===== src/hdl/fedl_pkg.sv =====
package fedl_pkg;

    // delay line geometry
    localparam int LINE_DEPTH   = 8192;
    localparam int ADDR_W       = $clog2(LINE_DEPTH);
    localparam int MAX_CHANNELS = 2;
    localparam int CH_W         = $clog2(MAX_CHANNELS + 1);

    // field widths
    localparam int SAMPLE_W = 16;
    localparam int FRAMES_W = 14;
    localparam int CHCFG_W  = 2;
    localparam int FB_W     = 8;

    // frame pointer times channel count
    localparam int PROD_W = FRAMES_W + CH_W;

    // mixer arithmetic
    localparam int WEIGHT_SHIFT = 7;
    localparam logic [FB_W-1:0] WEIGHT_ONE = FB_W'(1 << WEIGHT_SHIFT);
    localparam int MIX_W = SAMPLE_W + 3 + WEIGHT_SHIFT;

    // result buffer
    localparam int FIFO_DEPTH = 4;
    localparam int FIFO_PTR_W = $clog2(FIFO_DEPTH);
    localparam int FIFO_CNT_W = $clog2(FIFO_DEPTH + 1);

    // configuration port
    localparam int APB_ADDR_W = 4;
    localparam int APB_DATA_W = 32;

    typedef logic signed [SAMPLE_W-1:0] sample_t;

    localparam sample_t SAMPLE_MAX = sample_t'(16'sh7fff);
    localparam sample_t SAMPLE_MIN = sample_t'(16'sh8000);

    typedef enum logic [1:0] {
        REG_DELAY_FRAMES    = 2'd0,
        REG_CHANNEL_COUNT   = 2'd1,
        REG_FEEDBACK_FACTOR = 2'd2
    } reg_index_t;

    typedef struct packed {
        sample_t               sample_in;
        logic                  block_start;
        logic [FRAMES_W-1:0]   block_frames;
    } in_item_t;

    typedef struct packed {
        sample_t sample_out;
        logic    bypassed;
    } out_item_t;

endpackage


===== src/hdl/fedl_mix.sv =====
module fedl_mix (
    input  fedl_pkg::sample_t           stored,
    input  fedl_pkg::sample_t           live,
    input  logic [fedl_pkg::FB_W-1:0]   fb,
    output fedl_pkg::sample_t           mix
);

    logic signed [fedl_pkg::SAMPLE_W:0]    diff;
    logic signed [fedl_pkg::MIX_W-1:0]     prod;
    logic signed [fedl_pkg::MIX_W-1:0]     scaled;
    logic signed [fedl_pkg::MIX_W-1:0]     sum;
    logic signed [fedl_pkg::MIX_W-1:0]     adj;
    logic signed [fedl_pkg::MIX_W-1:0]     quot;

    // stored*fb + live*(128-fb) == live*128 + (stored-live)*fb
    assign diff   = {stored[fedl_pkg::SAMPLE_W-1], stored} - {live[fedl_pkg::SAMPLE_W-1], live};
    assign prod   = diff * $signed({1'b0, fb});
    assign scaled = fedl_pkg::MIX_W'(live) <<< fedl_pkg::WEIGHT_SHIFT;
    assign sum    = prod + scaled;

    // divide by 128 rounding toward zero
    assign adj  = sum[fedl_pkg::MIX_W-1]
                ? sum + fedl_pkg::MIX_W'((1 << fedl_pkg::WEIGHT_SHIFT) - 1)
                : sum;
    assign quot = adj >>> fedl_pkg::WEIGHT_SHIFT;

    // clamp to sample range
    always_comb
    begin
        if (quot > fedl_pkg::MIX_W'(fedl_pkg::SAMPLE_MAX))
            mix = fedl_pkg::SAMPLE_MAX;
        else if (quot < fedl_pkg::MIX_W'(fedl_pkg::SAMPLE_MIN))
            mix = fedl_pkg::SAMPLE_MIN;
        else
            mix = fedl_pkg::sample_t'(quot[fedl_pkg::SAMPLE_W-1:0]);
    end

endmodule


===== config.mk =====
export PLATFORM = sky130hd
export DESIGN_NAME = fedl_mix
export DESIGN_NICKNAME = d
export VERILOG_FILES = /design/src/hdl/fedl_pkg.sv /design/src/hdl/fedl_mix.sv
export SDC_FILE = /design/constraint.sdc
export NUM_CORES = 1
export LEC_CHECK = 0
export BUFFER_PORTS_ARGS = -buffer_cell sky130_fd_sc_hd__buf_2
export CAP_MARGIN = 15
export CELL_PAD_IN_SITES_DETAIL_PLACEMENT = 0
export CELL_PAD_IN_SITES_GLOBAL_PLACEMENT = 1
export CORE_ASPECT_RATIO = 0.7
export CORE_MARGIN = 1
export CORE_UTILIZATION = 50
export DETAILED_ROUTE_END_ITERATION = 10
export GPL_TIMING_DRIVEN = 0
export PLACE_DENSITY = 0.95
export SYNTH_ARGS = -nofsm -noshare
export SYNTH_HDL_FRONTEND = slang
export SYNTH_SLANG_ARGS = --single-unit

===== constraint.sdc =====
create_clock -name vclk -period 17.62
set_clock_uncertainty 0.15 [all_clocks]
set_input_delay 2.643 -clock vclk [all_inputs]
set_output_delay 2.643 -clock vclk [all_outputs]
set_load 0.005 [all_outputs]

=== Word-level counts from Yosys, hierarchy flattened ===
Cells that the tools add are included.

* Input bits: 40
* Word-level logic and storage cells: 9
* Output and inout bits: 16
* Register bits after elaboration: 0

* Mux-type cells: 3
* $lt $le $gt $ge: 2
* $add $sub $neg: 3
* Multipliers: 1

{| class="wikitable"
|+ Operators with widths
! cell !! count
|-
| 16-bit 2-to-1 mux || 2
|-
| 26-bit by 23-bit adder with 26-bit output || 1
|-
| 26-bit by 8-bit adder with 26-bit output, second input constant || 1
|-
| 17-bit by 9-bit multiplier with 26-bit output || 1
|-
| 26-bit 2-to-1 mux || 1
|-
| 19-bit by 16-bit greater-than comparator with 1-bit output, second input constant || 1
|-
| 19-bit by 16-bit < comparator with 1-bit output, second input constant || 1
|-
| 16-bit by 16-bit subtractor with 17-bit output || 1
|}

=== Depth between registers and ports, before layout ===
* Depth after elaboration: 8
* Depth in mapped cells: 34

=== Least setup slack after synthesis ===
Ideal clock, no wire load.

* Path kind: input to output
* From: input port stored[0]
* To: output port mix[10]
* Stages on the path: 33
* Required time: 14.827 ns
* Path slack: 5.213 ns
* Arrival time: 9.614 ns
* Cell sequence: inv_1 > ha_1 > fa_1 > nor2b_1 > o21ai_0 > a21boi_1 > o21ai_0 > a21boi_1 > o2111ai_1 > nand3_1 > nand2_1 > xnor2_1 > nand2_1 > fa_1 > inv_1 > fa_1 > fa_1 > fa_1 > inv_1 > fa_1 > inv_1 > ha_1 > a21oi_2 > o21ai_1 > a21oi_2 > nand2_1 > a2111o_1 > o311ai_1 > nor3_2 > a31o_1 > a21boi_4 > buf_12 > o21ai_2

* Cells in the longest elaborated chain, start to end: 8

{| class="wikitable"
|+ Ends and longest elaborated chain
! what !! RTL line !! text
|-
| start, declared || fedl_mix.sv:2 || <nowiki>input fedl_pkg::sample_t stored,</nowiki>
|-
| 16-bit by 16-bit subtractor with 17-bit output (*) || fedl_mix.sv:16 || <nowiki>assign diff = {stored[fedl_pkg::SAMPLE_W-1], stored} - {live[fedl_pkg::SAMPLE_W-1], live};</nowiki>
|-
| 17-bit by 9-bit multiplier with 26-bit output (*) || fedl_mix.sv:17 || <nowiki>assign prod = diff * $signed({1'b0, fb});</nowiki>
|-
| 26-bit by 23-bit adder with 26-bit output (*) || fedl_mix.sv:19 || <nowiki>assign sum = prod + scaled;</nowiki>
|-
| 26-bit by 8-bit adder with 26-bit output || fedl_mix.sv:23 || <nowiki>? sum + fedl_pkg::MIX_W'((1 << fedl_pkg::WEIGHT_SHIFT) - 1)</nowiki>
|-
| 26-bit 2-to-1 mux (*) || fedl_mix.sv:23 ||
|-
| 19-bit by 16-bit < comparator with 1-bit output || fedl_mix.sv:32 || <nowiki>else if (quot < fedl_pkg::MIX_W'(fedl_pkg::SAMPLE_MIN))</nowiki>
|-
| 16-bit 2-to-1 mux || fedl_mix.sv:32 ||
|-
| 16-bit 2-to-1 mux (*) || fedl_mix.sv:30 || <nowiki>if (quot > fedl_pkg::MIX_W'(fedl_pkg::SAMPLE_MAX))</nowiki>
|-
| end, declared || fedl_mix.sv:5 || <nowiki>output fedl_pkg::sample_t mix</nowiki>
|}

Mark *: on every way between the ends. The rest lies on a longest branch, timed or not.

=== Final worst setup path ===
* From: input port live[1]
* To: output port mix[6]

* Cells in the longest elaborated chain, start to end: 8

{| class="wikitable"
|+ Ends and longest elaborated chain
! what !! RTL line !! text
|-
| start, declared || fedl_mix.sv:3 || <nowiki>input fedl_pkg::sample_t live,</nowiki>
|-
| 16-bit by 16-bit subtractor with 17-bit output || fedl_mix.sv:16 ||
|-
| 17-bit by 9-bit multiplier with 26-bit output || fedl_mix.sv:17 ||
|-
| 26-bit by 23-bit adder with 26-bit output (*) || fedl_mix.sv:19 ||
|-
| 26-bit by 8-bit adder with 26-bit output || fedl_mix.sv:23 ||
|-
| 26-bit 2-to-1 mux (*) || fedl_mix.sv:23 ||
|-
| 19-bit by 16-bit < comparator with 1-bit output || fedl_mix.sv:32 ||
|-
| 16-bit 2-to-1 mux || fedl_mix.sv:32 ||
|-
| 16-bit 2-to-1 mux (*) || fedl_mix.sv:30 ||
|}

Marked as above.

==> flow_metrics.env <==
export IMPL_run_status="finished clean"
export IMPL_timing_final_hold_violations=0
export IMPL_global_route_usage_sum=0.223
export IMPL_num_clock_buffers=0
export IMPL_drt_iter0_drc=242
export IMPL_avgRoutedWirePerCell_um=14.0
export IMPL_mappedNetlistArea_mm2=0.00664
export IMPL_synth_top_family_by_area="adder cells"
export IMPL_coreArea_mm2=0.0127
export IMPL_synthMostInstantiatedCell="sky130_fd_sc_hd__inv_1"
export IMPL_setup_total_negative_slack_ns=0
export IMPL_cts_resized=0
export IMPL_drc=0
export IMPL_number_of_global_route_vias_before_repair=5264
export IMPL_synth_cells_most_frequent="168 x sky130_fd_sc_hd__inv_1, 127 x sky130_fd_sc_hd__fa_1, 93 x sky130_fd_sc_hd__nand2_1, 70 x sky130_fd_sc_hd__ha_1, 55 x sky130_fd_sc_hd__and2_1"
export IMPL_cp_slowest_stage_delay_ns=0.70
export IMPL_timing_worst_slew_pin_value_ns=0.809
export IMPL_die_area_mm2=0.0137
export IMPL_ff_latch_area_um2=0
export IMPL_post_dp_cell_area_mm2=0.00710
export IMPL_firstDrtPassIters=4
export IMPL_post_cts_repair_setup_buffers=0
export IMPL_maximum_clock_rate_mhz=72.2
export IMPL_sequential_cell_total=0
export IMPL_pin_count=56
export IMPL_cts_hold_buffers_added=0
export IMPL_numPortBuffers=53
export IMPL_row_count=34
export IMPL_dr_total_vias=5172
export IMPL_finalCriticalPeriod_ns=13.85
export IMPL_layout_nets=1076
export IMPL_compound_gate_fraction_of_synth_area=0.107
export IMPL_die_height_um=98.4
export IMPL_drt_vias_per_instance=5.18
export IMPL_maxCapViolations=0
export IMPL_fin_util=0.560
export IMPL_netlist_cell_type_count=63
export IMPL_cp_arrival_ns=11.06
export IMPL_timing_critical_path_to_type="output port"
export IMPL_synth_cells=784
export IMPL_relSlewSlack=0.457
export IMPL_post_route_cells_drive_above_1_share=0.106
export IMPL_synth_warning_count=0
export IMPL_post_synth_xor_area_fraction=0.0592
export IMPL_most_common_cell_type_on_the_critical_path="sky130_fd_sc_hd__fa_1"
export IMPL_syn2layout_area_growth_pct=7.05
export IMPL_hpwl_um=12200
export IMPL_antenna_found_initial=0
export IMPL_fraction_of_the_mapped_netlist_area_in_adder_cells=0.515
export IMPL_timing_max_transition_violations_final=0
export IMPL_synth_largest_area_cell="sky130_fd_sc_hd__fa_1"
export IMPL_antenna_cells=0
export IMPL_synth_top_cells_by_area="sky130_fd_sc_hd__fa_1 38%, sky130_fd_sc_hd__ha_1 13%, sky130_fd_sc_hd__inv_1 9.5%, sky130_fd_sc_hd__nand2_1 5.3%, sky130_fd_sc_hd__and2_1 5.2%"
export IMPL_route_final_wire_length_um=13900
export IMPL_gp_routability_congestion=0.834
export IMPL_layout_cell_area_non_filler_mm2=0.00710
export IMPL_yosys_mux_area_fraction=0.00321
export IMPL_grt_start_max_net_pins=11
export IMPL_postSynthNetCount=1021
export IMPL_global_route_overflow_total=0
export IMPL_route_antenna_remaining_nets=0
export IMPL_cpMaxStageDelayCell="sky130_fd_sc_hd__nor3_1"
export IMPL_grt_pass1_wl_um=24900
export IMPL_crit_path_start_kind="input port"
export IMPL_die_x_um=140
export IMPL_synth_seq_area_share=0
export IMPL_grt_setup_unrepaired="false"
export IMPL_setup_viol=0
export IMPL_timing_setup_critical_path_class="in2out"
export IMPL_synth_area_per_cell_um2=8.46
export IMPL_synth_simple_gate_area_share=0.205
export IMPL_critPathRequiredTime_ns=14.83
export IMPL_crit_path_max_fanout=10
export IMPL_post_route_period_util=0.786
export IMPL_yosys_area_top_type_share=0.383
export IMPL_min_delay_path_class="in2out"
export IMPL_initial_util=0.523
==> through the flow <==
step / instances / hold WS [ns] / setup WS, ns
after global routing: 999 / 6.16 / 3.18
final: 999 / 6.07 / 3.77
after CTS: 999 / 6.08 / 3.80
after global placement: 999 / 6.07 / 3.90
after floorplan: 784 / 5.73 / 5.21
after detailed placement: 999 / 6.07 / 3.83
==> layout by cell type (no fill, tap or decap), types with 2 or more instances in the layout <==
cell / synthesis / routed
sky130_fd_sc_hd__nor4b_1: 2 / 2
sky130_fd_sc_hd__a31o_1: 2 / 2
sky130_fd_sc_hd__o21a_1: 2 / 2
sky130_fd_sc_hd__buf_2: 1 / 54
sky130_fd_sc_hd__nor3_2: 2 / 2
sky130_fd_sc_hd__ha_1: 70 / 70
sky130_fd_sc_hd__a211oi_1: 6 / 6
sky130_fd_sc_hd__o21ai_2: 11 / 11
sky130_fd_sc_hd__or3_1: 5 / 5
sky130_fd_sc_hd__o2111ai_1: 3 / 3
sky130_fd_sc_hd__inv_1: 168 / 168
sky130_fd_sc_hd__fa_1: 127 / 127
sky130_fd_sc_hd__clkbuf_1: 13 / 13
sky130_fd_sc_hd__nor3b_1: 2 / 2
sky130_fd_sc_hd__o21ai_0: 12 / 12
sky130_fd_sc_hd__o31ai_2: 3 / 3
sky130_fd_sc_hd__nand3_1: 17 / 17
sky130_fd_sc_hd__xor2_1: 14 / 14
sky130_fd_sc_hd__and2_1: 55 / 55
sky130_fd_sc_hd__nand2_1: 93 / 93
sky130_fd_sc_hd__and3_1: 7 / 7
sky130_fd_sc_hd__o31ai_1: 2 / 2
sky130_fd_sc_hd__nand4_1: 3 / 3
sky130_fd_sc_hd__a21oi_1: 21 / 21
sky130_fd_sc_hd__a21oi_2: 4 / 4
sky130_fd_sc_hd__nand3b_1: 7 / 7
sky130_fd_sc_hd__nand2b_1: 6 / 6
sky130_fd_sc_hd__xnor2_1: 29 / 29
sky130_fd_sc_hd__nor2_1: 21 / 21
sky130_fd_sc_hd__o21ai_1: 9 / 9
sky130_fd_sc_hd__nor3_1: 8 / 8
sky130_fd_sc_hd__a21boi_1: 4 / 4
sky130_fd_sc_hd__and3b_1: 3 / 3
sky130_fd_sc_hd__nor2b_1: 18 / 18
sky130_fd_sc_hd__a21o_1: 6 / 6
==> per-layer routing <==
layer	GRT usage	vias up	wire length, um
li1	-	2564	-
met1	0.317	2503	6630
met2	0.376	97	6320
met3	0.0338	8	898
met4	0.0144	0	87
met5	0	-	0
==> cell families (layout without fill, tap and decap cells) <==
logic type      Yosys count  after routing
simple gates            258            258
fa+ha+maj               197            197
buf+inv                 187            240
compound gates           96             96
xor+xnor                 44             44
mux                       2              2
==> final cells by class <==
cell class,instances,area (um^2)
inverters,169,634
multi-input cells,597,5900
well taps,162,203
repair buffers,53,265
plain buffers,18,97.6
fillers,1202,5570
==> critical path, delay by kind of cell <==
family | cells | cell delay, ns
AOI/OAI and AO/OA | 12 | 2.86
and+or+nand+nor | 6 | 1.63
buffers and inverters | 7 | 0.76
adders and majority gates | 7 | 3.16
==> worst paths after layout <==
check | from | endpoint | cells after the start
max | live[1] | mix[6] | 32
min | live[2] | mix[3] | 7
Power is not shown: default switching activity piles up to over one toggle a cycle in this logic, so the estimate is an artifact.
