--- src/hdl/fedl_pkg.sv ---
package fedl_pkg;

    // delay line geometry
    localparam int LINE_DEPTH   = 8192;
    localparam int ADDR_W       = $clog2(LINE_DEPTH);
    localparam int MAX_CHANNELS = 2;
    localparam int CH_W         = $clog2(MAX_CHANNELS + 1);

    // field widths
    localparam int SAMPLE_W = 16;
    localparam int FRAMES_W = 14;
    localparam int CHCFG_W  = 2;
    localparam int FB_W     = 8;

    // frame pointer times channel count
    localparam int PROD_W = FRAMES_W + CH_W;

    // mixer arithmetic
    localparam int WEIGHT_SHIFT = 7;
    localparam logic [FB_W-1:0] WEIGHT_ONE = FB_W'(1 << WEIGHT_SHIFT);
    localparam int MIX_W = SAMPLE_W + 3 + WEIGHT_SHIFT;

    // result buffer
    localparam int FIFO_DEPTH = 4;
    localparam int FIFO_PTR_W = $clog2(FIFO_DEPTH);
    localparam int FIFO_CNT_W = $clog2(FIFO_DEPTH + 1);

    // configuration port
    localparam int APB_ADDR_W = 4;
    localparam int APB_DATA_W = 32;

    typedef logic signed [SAMPLE_W-1:0] sample_t;

    localparam sample_t SAMPLE_MAX = sample_t'(16'sh7fff);
    localparam sample_t SAMPLE_MIN = sample_t'(16'sh8000);

    typedef enum logic [1:0] {
        REG_DELAY_FRAMES    = 2'd0,
        REG_CHANNEL_COUNT   = 2'd1,
        REG_FEEDBACK_FACTOR = 2'd2
    } reg_index_t;

    typedef struct packed {
        sample_t               sample_in;
        logic                  block_start;
        logic [FRAMES_W-1:0]   block_frames;
    } in_item_t;

    typedef struct packed {
        sample_t sample_out;
        logic    bypassed;
    } out_item_t;

endpackage

--- src/hdl/fedl_out_fifo.sv ---
module fedl_out_fifo (
    input  logic                              clk,
    input  logic                              rst_n,
    input  logic                              push,
    input  fedl_pkg::out_item_t               push_data,
    input  logic                              pop,
    output fedl_pkg::out_item_t               pop_data,
    output logic                              not_empty,
    output logic [fedl_pkg::FIFO_CNT_W-1:0]   count
);

    fedl_pkg::out_item_t                 entry_reg [fedl_pkg::FIFO_DEPTH];
    logic [fedl_pkg::FIFO_PTR_W-1:0]     wr_ptr_reg;
    logic [fedl_pkg::FIFO_PTR_W-1:0]     rd_ptr_reg;
    logic [fedl_pkg::FIFO_CNT_W-1:0]     count_reg;
    logic [fedl_pkg::FIFO_CNT_W-1:0]     count_next;
    logic                                do_pop;

    assign not_empty = (count_reg != '0);
    assign do_pop    = pop && not_empty;
    assign pop_data  = entry_reg[rd_ptr_reg];
    assign count     = count_reg;

    // occupancy
    always_comb
    begin
        count_next = count_reg;
        if (push && !do_pop)
            count_next = count_reg + 1'b1;
        else if (!push && do_pop)
            count_next = count_reg - 1'b1;
    end

    // pointers and count
    always_ff @(posedge clk or negedge rst_n)
    begin
        if (!rst_n)
        begin
            wr_ptr_reg <= '0;
            rd_ptr_reg <= '0;
            count_reg  <= '0;
        end
        else
        begin
            if (push)
                wr_ptr_reg <= wr_ptr_reg + 1'b1;
            if (do_pop)
                rd_ptr_reg <= rd_ptr_reg + 1'b1;
            count_reg <= count_next;
        end
    end

    // storage
    always_ff @(posedge clk)
    begin
        if (push)
            entry_reg[wr_ptr_reg] <= push_data;
    end

endmodule

--- config.mk ---
export PLATFORM = sky130hd
export DESIGN_NAME = fedl_out_fifo
export DESIGN_NICKNAME = d
export VERILOG_FILES = /design/src/hdl/fedl_pkg.sv /design/src/hdl/fedl_out_fifo.sv
export SDC_FILE = /design/constraint.sdc
export NUM_CORES = 1
export LEC_CHECK = 0
export BUFFER_PORTS_ARGS = -buffer_cell sky130_fd_sc_hd__clkbuf_2
export CAP_MARGIN = 0
export CORE_ASPECT_RATIO = 1.75
export CORE_MARGIN = 2
export CORE_UTILIZATION = 40
export DETAILED_ROUTE_END_ITERATION = 10
export HOLD_SLACK_MARGIN = 0.1
export SLEW_MARGIN = 0
export SYNTH_ARGS = -nofsm -noshare
export SYNTH_HDL_FRONTEND = slang
export SYNTH_SLANG_ARGS = --single-unit
--- constraint.sdc ---
create_clock -name clk -period 3.7 [get_ports clk]
set_clock_uncertainty 0.1 [all_clocks]
set_input_delay 0.925 -clock clk [delete_from_list [all_inputs] [get_ports clk]]
set_output_delay 0.925 -clock clk [all_outputs]
set_load 0.05 [all_outputs]
# [After elaboration in Yosys (flattened, before gate mapping)]
# Memory sizes are Yosys's and may differ from the RTL's.
# Cells that the tools add are included.
[word_totals] ff_bits=7 mem_bits_rw=68 output_inout_bits=21 wordCells=19 n_memories=1
[mem_list] memory="entry_reg" words=4 word_bits=17 read_ports=1 rd_ports_with_merged_regs=0 write_ports=1 line_no="fedl_out_fifo.sv:12" rtl="fedl_pkg::out_item_t entry_reg [fedl_pkg::FIFO_DEPTH];"
[classes] add_sub_neg=4 mux=4 n_reduce_logical=7
[op_table] op="3-bit 2-to-1 mux" count=2
[op_table] op="2-bit by 1-bit adder with 2-bit output (second input constant)" count=2
[op_table] op="3-bit by 1-bit adder with 3-bit output (second input constant)" count=1
[op_table] op="1-bit logical AND" count=3
[op_table] op="3-bit nonzero test" count=1
[op_table] op="3-bit by 1-bit subtractor with 3-bit output (second input constant)" count=1
[op_table] op="1-bit logical NOT" count=2
[op_table] op="1-bit 2-to-1 mux" count=2
[op_table] op="2-bit nonzero test" count=1

# [Depth between registers and ports, before layout]
# Gate-level depths: netlist (run 1).
[logic_depth] word_depth=5 mapped_depth=8

# [Least setup slack after synthesis (run 1)]
# No wires, ideal clock.
[synth_timing] kind="register to register" startpoint="reg count_reg (netlist bit count[0])" endpoint="reg count_reg (netlist bit count[2])" setup_time_ps=82 t_arrival_ps=2443 required_ps=3518 setup_slack_ps=1075 path_stages_with_launch=9 n_path_buf=0 path_cell_list="dfrtp_1 or3_1 nand2_1 ha_1 inv_1 fa_1 xor2_1 nor2_1 xor2_1"
[synth_via] elab_chain_cells=5
[synth_rtl] item="start, declared" line_no="fedl_out_fifo.sv:15" rtl="logic [fedl_pkg::FIFO_CNT_W-1:0] count_reg;"
[synth_rtl] item="start signal, assigned" line_no="fedl_out_fifo.sv:49" rtl="count_reg <= count_next;"
[synth_rtl] item="3-bit nonzero test (*)" line_no="fedl_out_fifo.sv:19" rtl="assign not_empty = (count_reg != '0);"
[synth_rtl] item="via not_empty" line_no="fedl_out_fifo.sv:8" rtl="output logic not_empty,"
[synth_rtl] item="1-bit logical AND (*)" line_no="fedl_out_fifo.sv:20" rtl="assign do_pop = pop && not_empty;"
[synth_rtl] item="1-bit logical NOT" line_no="fedl_out_fifo.sv:28" rtl="if (push && !do_pop)"
[synth_rtl] item="1-bit logical AND" line_no="fedl_out_fifo.sv:28"
[synth_rtl] item="3-bit 2-to-1 mux or 2-bit nonzero test (tied branches)"
# Mark *: on every way through the listed nets, which the timed path passes. The rest lies on a longest branch. The select of a mux whose other input is x is not followed.
# A chain may end at the register's enable or synchronous reset.

==> flow_summary.ini, run 1 <==
[run]
cap_violations = 0

[clocking]
numCtsBuffers = 9
cts_tree = yes
cts_setup_buffers = 0
htree_levels = 3
clk_pin_slew_ns = 0.05
cts-root-buf = clkbuf_16
cts_resized = 0
clk_latency_ns = 0.32
hold_buffers = 0
cts_max_path_buffers = 2
cts.sinks = 75

[global_route]
grt_max_degree = 19
gr-total-overflow = 0
antenna_found_initial = 0
grt_usage_pct = 13.64
grt_pass1_wl_um = 7238
grt_pass1_vias = 1446

[yosys]
ys_seq_area_share_pct = 76.84
synth_compound_area_share_pct = 0.1735
yosys_register_bits = 75
synth_xor_area_share_pct = 1.821
syn_avg_cell_area_um2 = 23.65
yosysWarnings = 0
syn_nets = 149
syn_inst = 122
synth_top_family_by_area = multiplexers
netlist_area_um2 = 2885
synth_cell_types = 19
synth_mux_area_share_pct = 14.83
synthAdderAreaFrac_pct = 2.862
yosys.area_share.simple_pct = 1.648

[place]
hpwlAfterDp_um = 3016
place_ws_ns = 1.069
gp_congestion = 0.7289
portBuffers = 41

[timing]
layout_setup_ws_ns = 0.7599
slew_headroom_pct = 39.07
finalSetupViolCount = 0
slew_viol_final = 0
max_freq_mhz = 340.1
final.min_clock_period_ns = 2.940
grt_setup_unrepaired = no
tns_ns = 0
period_share_pct = 79.46
tightest_slew_ns = 0.9139
hold_violations = 0

[die]
die_h_um = 116.4
die_w_um = 68.20
initial_core_util_pct = 40.76
std_cell_rows = 41
core_area_um2 = 7079
die-area_um2 = 7935
pin_count = 42

[cells_and_area]
layout.nets = 198
drive_gt1_share_pct = 34.66
syn_to_final_growth_pct = 19.30
antenna_cells = 0
largest_register_ffs = 68

[setup_path]
critical_path.slowest_cell = mux4_1
criticalPathCategory = reg -> out
worstPathRequired_ns = 2.67
crit_arrival_ns = 1.92
critPathMaxFanout = 17
start_kind = register
crit_chain = buf_4, mux4_1, clkbuf_2
end_kind = output port
slowest_delay_ns = 0.60

[route]
wire_per_inst_um = 17.46
post_drt_via_cell_ratio = 5.034
firstDrtPassIters = 4
drt_iter0_markers = 58
ant_nets = 0
vias = 1319
detail_route.drc_violations = 0
wl_um = 4575

[status]
status = finished, final reports clean

[power]
power_leakage_nw = 1.267
ir_worst_vdd_mv = 0.7221
p_per_area_nw_per_um2 = 925.3

[hold_path]
holdCritPathClass = in -> async
==> critical path: cells and delay by family, from the launching register on <==
family	cells	cell delay, ns
mux	1	0.60
buf+inv	2	0.59
flops	1	0.38
==> cell type report <==
class	count	area [µm²]
fillers	598	3637
flip-flops and latches	75	2217
multi-input cells	40	615.6
clock buffers	12	236.5
repair buffers	42	212.7
well taps	86	107.6
clock inverters	4	41.29
inverters	3	11.26
==> cells in the final DEF (no fill, tap or decap) <==
cell        n
and2_1      4
buf_4       1
bufinv_16   1
clkbuf_1    3
clkbuf_16   9
clkbuf_2   41
clkinv_1    3
dfrtp_1     7
edfxtp_1   68
fa_1        1
ha_1        5
inv_1       3
mux2_2      1
mux4_1      9
mux4_2      8
nand2_1     2
nand3_1     1
nor2_1      1
o21ai_0     1
or3_1       1
xnor2_1     3
xor2_1      3
==> report_power, final <==
part           total, mW  internal, mW  switching [mW]
Combinational       1.16         0.354           0.802
Sequential          1.23          1.13           0.105
Clock              0.799         0.515           0.284
Total               3.18          1.99            1.19
==> Yosys cell counts <==
cell type	n	area, µm²
nand2_1	2	7.510
ha_1	5	62.56
fa_1	1	20.02
edfxtp_1	68	2042
xor2_1	3	26.28
buf_6	1	11.26
nand3_1	1	5.000
or3_1	1	6.260
nor2_1	1	3.750
xnor2_1	3	26.28
and2_1	4	25.02
mux2_2	1	11.26
dfrtp_1	7	175.2
inv_1	3	11.26
mux4_2	8	180.2
mux4_1	9	236.5
buf_12	1	20.02
o21ai_0	1	5.000
buf_2	2	10.01
==> per-stage QoR <==
step / cells / power (mW) / utilization (%) / hold WS (ns) / instance area, µm²
2_1_floorplan: 122 / 2.182 / - / 0.3914 / 2885
3_3_place_gp: 246 / 2.376 / 44.70 / 0.3686 / 3164
3_5_place_dp: 246 / 2.427 / 44.70 / 0.3899 / 3164
4_1_cts: 262 / 3.237 / 48.62 / 0.3239 / 3442
5_1_grt: 262 / 3.341 / 48.62 / 0.3282 / 3442
6_report: 262 / 3.185 / 48.62 / 0.3324 / 3442
==> kinds of logic (layout without fill, tap and decap cells) <==
group,count (synthesis),count (layout)
multiplexers,18,18
adder cells (fa/ha/maj),6,6
buffers and inverters,7,61
AO/OA/AOI/OAI,1,1
flip-flops,75,75
AND/OR/NAND/NOR,9,9
XOR/XNOR,6,6
==> per-layer routing <==
layer | track usage (%) | up-vias | wire, µm
met4 | 9.200 | 0 | 140
met2 | 22.52 | 38 | 2634
met1 | 13.72 | 673 | 1539
li1 | - | 599 | -
met5 | 0 | - | 0
met3 | 5.395 | 9 | 261
==> path summary, 6_finish.rpt <==
check / start / endpoint / slack, ns / cells after the start
setup reg to reg: count[0] / count[2] / 1.49 / 8
hold reg to reg: count[2] / count[2] / 0.40 / 1
setup / recovery: rd_ptr_reg[0] / pop_data[12] / 0.76 / 3
min in group clk: count[2] / count[2] / 0.40 / 1
hold / removal: rst_n / rd_ptr_reg[0] / 0.33 / 1
max in group asynchronous: rst_n / wr_ptr_reg[1] / 3.00 / 1
(Power assumes the default switching activity.)
==> run 2, diff against run 1 <==
==> constraint.sdc (replaced) <==
create_clock -name clk -period 2.71 [get_ports clk]
set_clock_uncertainty 0.1 [all_clocks]
set_input_delay 0.6775 -clock clk [delete_from_list [all_inputs] [get_ports clk]]
set_output_delay 0.6775 -clock clk [all_outputs]
set_load 0.05 [all_outputs]
==> run 2 against run 1 <==
  * Design area is 3.3% higher
  * Routed wire length rose by 2.5%
  * Sequential share of layout area is 2.1 points lower
  * Flip-flop and latch count stayed put
  * Largest cell class unchanged
  * Highest routed layer unchanged
==> flow_summary.ini, run 2 (synthesis gave the netlist of run 1 again) <==
[timing]
slew_headroom_pct = 68.19
hold_violations = 0
final.min_clock_period_ns = 2.585
tns_ns = 0
grt_setup_unrepaired = no
slew_viol_final = 0
hold_ws_ns = 0.3928
layout_setup_ws_ns = 0.1251
finalSetupViolCount = 0
max_freq_mhz = 386.9
tightest_slew_ns = 0.4771
period_share_pct = 95.38

[route]
firstDrtPassIters = 4
ant_nets = 0
wl_um = 4689
vias = 1365
wire_per_inst_um = 17.50
detail_route.drc_violations = 0
post_drt_via_cell_ratio = 5.093
drt_iter0_markers = 70

[clocking]
cts_setup_buffers = 0
cts_max_path_buffers = 2
cts_tree = yes
cts.sinks = 75
numCtsBuffers = 9
hold_buffers = 1
cts_resized = 0
clk_pin_slew_ns = 0.05
cts-root-buf = clkbuf_16
clk_latency_ns = 0.33
htree_levels = 3

[die]
pin_count = 42
die-area_um2 = 7935
core_area_um2 = 7079
std_cell_rows = 41
initial_core_util_pct = 40.76
die_h_um = 116.4
die_w_um = 68.20

[cells_and_area]
syn_to_final_growth_pct = 23.29
layout.nets = 204
n_fill_cell = 596
antenna_cells = 0
seq_area_um2 = 2217
drive_gt1_share_pct = 38.46
final_common_cell = edfxtp_1
fin_cells = 268
multi_input_area_um2 = 615.6
post-route-cell-area_um2 = 3557
layout_common_cells = 68 x edfxtp_1, 41 x clkbuf_2, 9 x mux4_1, 9 x clkbuf_16, 8 x mux4_2
largest_register_ffs = 68
fin_util_pct = 50.25

[place]
gp_congestion = 0.7080
portBuffers = 41
hpwlAfterDp_um = 3066
place_ws_ns = 0.4687
post_dp_cell_area_um2 = 3214
dp.cells = 251

[power]
p_total_mw = 4.615
clkPwrFrac_pct = 28.3
intPower_mw = 2.950
power_frac_comb_pct = 36.3
power_leakage_nw = 1.332
p_per_area_nw_per_um2 = 1297
switchingPower_mw = 1.665
p_sw_share_pct = 36.08
p_seq_share_pct = 35.3
ir_worst_vdd_mv = 0.7394

[hold_path]
min_path_cells = 1
min_from = rd_ptr_reg[1]
holdCritPathClass = reg -> reg
min_to = rd_ptr_reg[1]

[global_route]
grt_pass1_wl_um = 7334
grt_max_degree = 18
antenna_found_initial = 0
grt_usage_pct = 13.83
grt_pass1_vias = 1432
gr-total-overflow = 0

[setup_path]
worst_r2r_startpoint = count[0]
criticalPathCategory = reg -> out
crit_arrival_ns = 1.81
r2r_cells = 8
worstPathRequired_ns = 1.93
start_kind = register
end_kind = output port
reg2reg_slack_ns = 0.51
critPathMaxFanout = 17
timing.rr.end = count[2]

[status]
status = finished, final reports clean

[run]
cap_violations = 0
run 2: cell count changes in the layout (fill, tap and decap cells not counted):
| cell | previous run | this run |
|---|---|---|
| clkinv_2 | 0 | 2 |
| dlygate4sd3_1 | 0 | 1 |
| buf_4 | 1 | 5 |
| bufinv_16 | 1 | 3 |
| clkinv_1 | 3 | 1 |
| clkbuf_1 | 3 | 1 |
| buf_12 | 0 | 1 |
run 2: cell type report:
cell class	instances	area share, %
clock buffer	10	6.437
clock inverter	6	2.919
inverter	3	0.3166
multi-input combinational	40	17.31
sequential	75	62.33
tap	86	3.025
timing repair buffer	48	7.668
run 2: power by group through the flow:
stage / combinational (mW) / sequential (mW) / clock (mW)
finish: 1.68 / 1.63 / 1.31
global route: 1.78 / 1.65 / 1.38
CTS: 1.71 / 1.63 / 1.33
detailed placement: 1.71 / 1.65 / 0
global placement: 1.67 / 1.63 / 0
floorplan: 1.28 / 1.70 / 0
run 2: critical path, cell delays in order, from the launching register on:
cell      delay (ns)
dfrtp_1         0.43
buf_12          0.21
mux4_1          0.58
clkbuf_2        0.25
run 2: how the worst max path moves through the flow:
stage / slack [ns] / end / startpoint
2_1_floorplan: 0.09 / count[2] / count[0]
3_3_place_gp: 0.51 / pop_data[7] / rd_ptr_reg[0]
3_5_place_dp: 0.47 / pop_data[12] / rd_ptr_reg[0]
4_1_cts: 0.11 / pop_data[12] / rd_ptr_reg[0]
5_1_grt: 0.06 / pop_data[12] / rd_ptr_reg[0]
6_report: 0.13 / pop_data[12] / rd_ptr_reg[0]
run 2: routing by layer:
layer	vias to the layer above	wire length (µm)	track usage, %
met2	34	2567	22.85
met1	703	1720	14.89
li1	616	-	-
met5	-	0	0
met4	0	147	8.400
met3	12	254	4.721
